### src/rtl/tun_pkg.sv
`default_nettype none
package tun_pkg;

  localparam int COORD_WIDTH_DEF   = 16;
  localparam int OUT_FRAC_BITS_DEF = 14;

  // sideband that rides with each lane through the long arithmetic pipes
  typedef struct packed {
    logic deg;
    logic neg;
  } tag_t;

endpackage
`default_nettype wire

### src/rtl/tun_sqrt.sv
`default_nettype none
// Digit-by-digit integer square root, one root bit per stage.
module tun_sqrt #(
  parameter int IN_W   = 31,
  parameter int ROOT_W = 16
) (
  input  wire logic              clk,
  input  wire logic              rst,
  input  wire logic              en,
  input  wire logic              in_valid,
  input  wire logic [IN_W-1:0]   rad,
  input  wire tun_pkg::tag_t     tag_in,
  output logic                   out_valid,
  output logic [ROOT_W-1:0]      root,
  output tun_pkg::tag_t          tag_out
);
  import tun_pkg::*;

  localparam int TW = 2 * ROOT_W + 1;

  logic              val [ROOT_W];
  logic [TW-1:0]     rem [ROOT_W];
  logic [ROOT_W-1:0] rt  [ROOT_W];
  tag_t              tg  [ROOT_W];

  for (genvar s = 0; s < ROOT_W; s++) begin : g_stage
    localparam int J = ROOT_W - 1 - s;
    logic [TW-1:0]     rp;
    logic [ROOT_W-1:0] tp_root;
    logic              vp;
    tag_t              tp;
    logic [TW-1:0]     trial;
    logic              ge;
    if (s == 0) begin : g_first
      assign rp      = TW'(rad);
      assign tp_root = '0;
      assign vp      = in_valid;
      assign tp      = tag_in;
    end else begin : g_next
      assign rp      = rem[s-1];
      assign tp_root = rt[s-1];
      assign vp      = val[s-1];
      assign tp      = tg[s-1];
    end
    // (root + 2^J)^2 - root^2 = root * 2^(J+1) + 2^(2J)
    assign trial = (TW'(tp_root) << (J + 1)) + (TW'(1) << (2 * J));
    assign ge    = rp >= trial;

    always_ff @(posedge clk) begin
      if (rst) begin
        val[s] <= 1'b0;
      end else if (en) begin
        val[s] <= vp;
      end
    end

    always_ff @(posedge clk) begin
      if (en) begin
        rem[s] <= ge ? rp - trial : rp;
        rt[s]  <= ge ? (tp_root | (ROOT_W'(1) << J)) : tp_root;
        tg[s]  <= tp;
      end
    end
  end

  assign out_valid = val[ROOT_W-1];
  assign root      = rt[ROOT_W-1];
  assign tag_out   = tg[ROOT_W-1];

endmodule
`default_nettype wire

### config.mk
export PLATFORM = sky130hd
export DESIGN_NAME = tun_sqrt
export DESIGN_NICKNAME = d
export VERILOG_FILES = /design/src/rtl/tun_pkg.sv /design/src/rtl/tun_sqrt.sv
export SDC_FILE = /design/constraint.sdc
export NUM_CORES = 1
export LEC_CHECK = 0
export ABC_AREA = 1
export BUFFER_PORTS_ARGS = -buffer_cell sky130_fd_sc_hd__buf_2
export CELL_PAD_IN_SITES_DETAIL_PLACEMENT = 0
export CELL_PAD_IN_SITES_GLOBAL_PLACEMENT = 1
export CORE_MARGIN = 4
export CORE_UTILIZATION = 40
export CTS_CLUSTER_DIAMETER = 50
export DETAILED_ROUTE_END_ITERATION = 10
export GPL_ROUTABILITY_DRIVEN = 0
export HOLD_SLACK_MARGIN = 0.05
export PLACE_DENSITY_LB_ADDON = 0.1
export SYNTH_ARGS = -nofsm -noshare
export SYNTH_HDL_FRONTEND = slang
export SYNTH_SLANG_ARGS = --single-unit
### constraint.sdc
create_clock -name clk -period 4.8 [get_ports clk]
set_input_delay 1.2 -clock clk [delete_from_list [all_inputs] [get_ports clk]]
set_output_delay 1.2 -clock clk [all_outputs]
set_load 0.02 [all_outputs]
==> results.ini <==
[die]
io_pins=56
dieArea_sq_um=95680
die_h_microns=309.3
core.rowCount=110
initial_utilization_pct=40.35
die_width_microns=309.3
placeableCoreArea_sq_um=90010

[power]
vdd.ir_drop.worst_mv=0.3095
static_leakage_nw=17.75
power_density_nw_per_um2=427.8

[yosys]
synth_async_sr_flop_share_pct=0
synthSimpleGateAreaFrac_pct=24.07
yosysWarnings=0
synth.avg_cell_area_sq_um=9.197
number_of_synthesized_register_bits=678
synth.lib_cells_used.distinct=54
syn_inst=3949
post_synth_xor_xnor_area_pct=2.797
synth_adder_area_share_pct=5.099
synth_top_family_by_area=simple AND/OR/NAND/NOR gates
yosysSeqAreaShare_pct=56.06
most_used_flip_flop_cell_after_synthesis=sky130_fd_sc_hd__edfxtp_1
synth.mux.area_fraction_pct=0
synth_edf_count=678
synth_compound_gate_area_share_pct=4.555
mappedNetlistArea_sq_um=36320

[clocking]
htree_num_levels=3
cts.repair.resized=0
ctsHoldBuffers=0
cell_at_the_root_of_the_clock_tree=sky130_fd_sc_hd__clkbuf_16
worst_skew_late_latency_ps=660
cts_post_setup_buffers_inserted=0
cts-buffers-inserted=89
ctsLongestPathBuffers=3
clkSlewWorstSetupHoldPaths_ps=60
clock-sinks=678
tritoncts=yes

[cells_and_area]
area_growth_pct=12.76
design_area_sq_um=40950
insertedDiodeCount=0
design.final.nets=4262
layout_cells_sized_above_1_pct=8.361

[setup_path]
r2r_start=rt[4][30]
end_kind=flip-flop
worst-endpoint-required_ps=5180
worst-endpoint-arrival_ps=3380
crit_end=rem[10][20]
r2r_cells=11
r2r-end=rem[10][20]
worst_setup_path_start_kind=flip-flop
timing.critical_path.fanout_max=20
startpoint=rt[4][30]
criticalPathCategory=flip-flop to flip-flop
timing.reg2reg.setup_slack_ps=1800

[detailed_routing]
wl_per_cell_microns=17.37
drt_iter0_markers=1849
total_via_count_in_the_routed_design=25710
vias_per_cell=4.828
postRouteWirelength_microns=92530
final_antenna_violating_net_count=0
drc=0
detail_route.first_pass.iterations=5

[global_route]
gr-total-overflow=0
antenna_found_initial=3
grt_pass1_vias=25370
wire_length_of_the_first_global_routing_pass_microns=144300
globalRouteTotalUtil_pct=19.43
grt_max_degree=121

[flow_run]
max-cap-violations=0

[sta]
timing.clock.skew_ps=36.63
report.final.setup_viol=0
max_slew.worst_pin.slew_ps=1114
rsz0062_at_grt=no
period_minus_slack_ps=2996
fin_tns_setup_ps=0
fmaxAchievable_ghz=0.3338
timing_max_transition_violations_final=0
timing_hold_violations_final=0
max_slew_margin_pct=25.63
layout_worst_path_cycle_share_pct=62.41

[worst_hold_path]
timing.hold.worst.class=flip-flop to flip-flop

[placement]
i_o_buffers=55
detailed_place_hpwl_microns=71640
area_after_detailed_placement_sq_um=38000

[status]
run_status=completed

[worst min path at each step]
stage | slack [ps] | cells after the start | endpoint | start
4_1_cts | 410 | 0 | rt[4][23] | rt[4][7]
3_3_place_gp | 400 | 0 | tg[9][1] | tg[8][1]
6_report | 420 | 0 | rt[4][23] | rt[4][7]
5_1_grt | 430 | 0 | tg[14][0] | tg[13][0]
3_5_place_dp | 400 | 0 | tg[10][0] | tg[9][0]
2_1_floorplan | 400 | 0 | tg[10][0] | tg[9][0]
[sequential cells by signal (all words and copies together) (netlist names)]
signal  flops
tg         32
rem       494
rt        136
val        16
[layer usage]
metal	vias to the layer above	GRT usage, %	wire [microns]
li1	13230	-	-
met1	11890	26.48	43080
met2	473	32.55	43630
met3	121	3.161	3913
met4	2	4.958	1886
met5	-	0	11
[cell usage after synthesis (3+ instances only)]
master	number	share of area [%]
sky130_fd_sc_hd__ha_1	148	5.1
sky130_fd_sc_hd__buf_6	14	0.43
sky130_fd_sc_hd__and2_1	4	0.069
sky130_fd_sc_hd__xnor2_1	39	0.94
sky130_fd_sc_hd__nand4_1	63	1.1
sky130_fd_sc_hd__nand2_2	21	0.36
sky130_fd_sc_hd__nand3_2	5	0.14
sky130_fd_sc_hd__a21boi_0	6	0.12
sky130_fd_sc_hd__a21oi_1	115	1.6
sky130_fd_sc_hd__nand2_1	1162	12
sky130_fd_sc_hd__nand2_4	3	0.093
sky130_fd_sc_hd__a21oi_2	34	0.82
sky130_fd_sc_hd__xor2_1	77	1.9
sky130_fd_sc_hd__a21o_1	6	0.12
sky130_fd_sc_hd__nor2_1	392	4.1
sky130_fd_sc_hd__o21ai_1	25	0.34
sky130_fd_sc_hd__o21bai_1	10	0.21
sky130_fd_sc_hd__edfxtp_1	678	56
sky130_fd_sc_hd__nor2_2	24	0.41
sky130_fd_sc_hd__nor3_1	45	0.62
sky130_fd_sc_hd__inv_1	622	6.4
sky130_fd_sc_hd__or2_2	17	0.29
sky130_fd_sc_hd__nand3b_1	24	0.50
sky130_fd_sc_hd__inv_2	15	0.16
sky130_fd_sc_hd__nor2_4	6	0.19
sky130_fd_sc_hd__nand3_1	252	3.5
sky130_fd_sc_hd__nor4_1	26	0.45
sky130_fd_sc_hd__buf_2	6	0.083
sky130_fd_sc_hd__buf_4	10	0.21
sky130_fd_sc_hd__o21ai_0	69	0.95
[power by group]
| part | internal, mW | leakage [nW] | total, mW | switching, mW |
|---|---|---|---|---|
| clock | 3.89 | 1.43 | 6.56 | 2.67 |
| sequential | 7.32 | 6.53 | 7.78 | 0.461 |
| combinational | 1.06 | 9.79 | 3.17 | 2.11 |
[through the flow]
step	total power, mW	cells	utilization [%]	worst slack [ps]	hold WS, ps
finish	17.52	5326	45.49	1804	416.6
floorplan	9.987	3950	-	2785	400.3
detailed placement	11.10	5162	42.21	1817	404.5
global placement	11.12	5162	42.21	1846	400.4
global route	18.55	5326	45.49	1540	426.8
CTS	17.78	5326	45.49	1814	410.2
[critical path: stages, from the launching register on]
cell	delay, ps
sky130_fd_sc_hd__edfxtp_1	420
sky130_fd_sc_hd__inv_1	60
sky130_fd_sc_hd__ha_1	360
sky130_fd_sc_hd__a21oi_1	230
sky130_fd_sc_hd__o21ai_0	150
sky130_fd_sc_hd__a21oi_1	210
sky130_fd_sc_hd__nand2_1	90
sky130_fd_sc_hd__nor2_2	620
sky130_fd_sc_hd__buf_4	350
sky130_fd_sc_hd__inv_2	100
sky130_fd_sc_hd__nand2_1	60
sky130_fd_sc_hd__nand2_1	100
[layout by cell type (no fill, tap or decap), drive strengths merged]
cell,n
o2111ai,1
or2,18
clkinv,35
a21oi,151
nor3,48
a21o,6
nor2,423
xnor2,39
clkinvlp,4
xor2,77
and2,4
nand2b,1
bufinv,7
o21bai,11
a41oi,1
edfxtp,678
nor4,26
nor3b,3
inv,654
ha,148
nand3,257
o21ai,96
clkbuf,104
o211ai,2
nand3b,24
nand4,65
conb,2
a211oi,2
a31oi,1
a21boi,7
nand2,1186
buf,69
[area by class of cell]
type | instances | area, sq um
Sequential cell | 678 | 20360
Inverter | 640 | 2405
Multi-Input combinational cell | 2599 | 13270
Clock buffer | 104 | 2305
Timing Repair Buffer | 69 | 490.5
Clock inverter | 60 | 648.1
Tap cell | 1176 | 1471
Fill cell | 8877 | 49060
[cell families (layout without fill, tap and decap cells)]
kind of cell,Yosys count,after routing
other,1,2
AND/OR/NAND/NOR,2055,2055
flip-flops,678,678
XOR/XNOR,116,116
buffers and inverters,673,873
AO/OA/AOI/OAI,278,278
adder cells (fa/ha/maj),148,148
No activity file was read; power rests on OpenSTA's default activity.
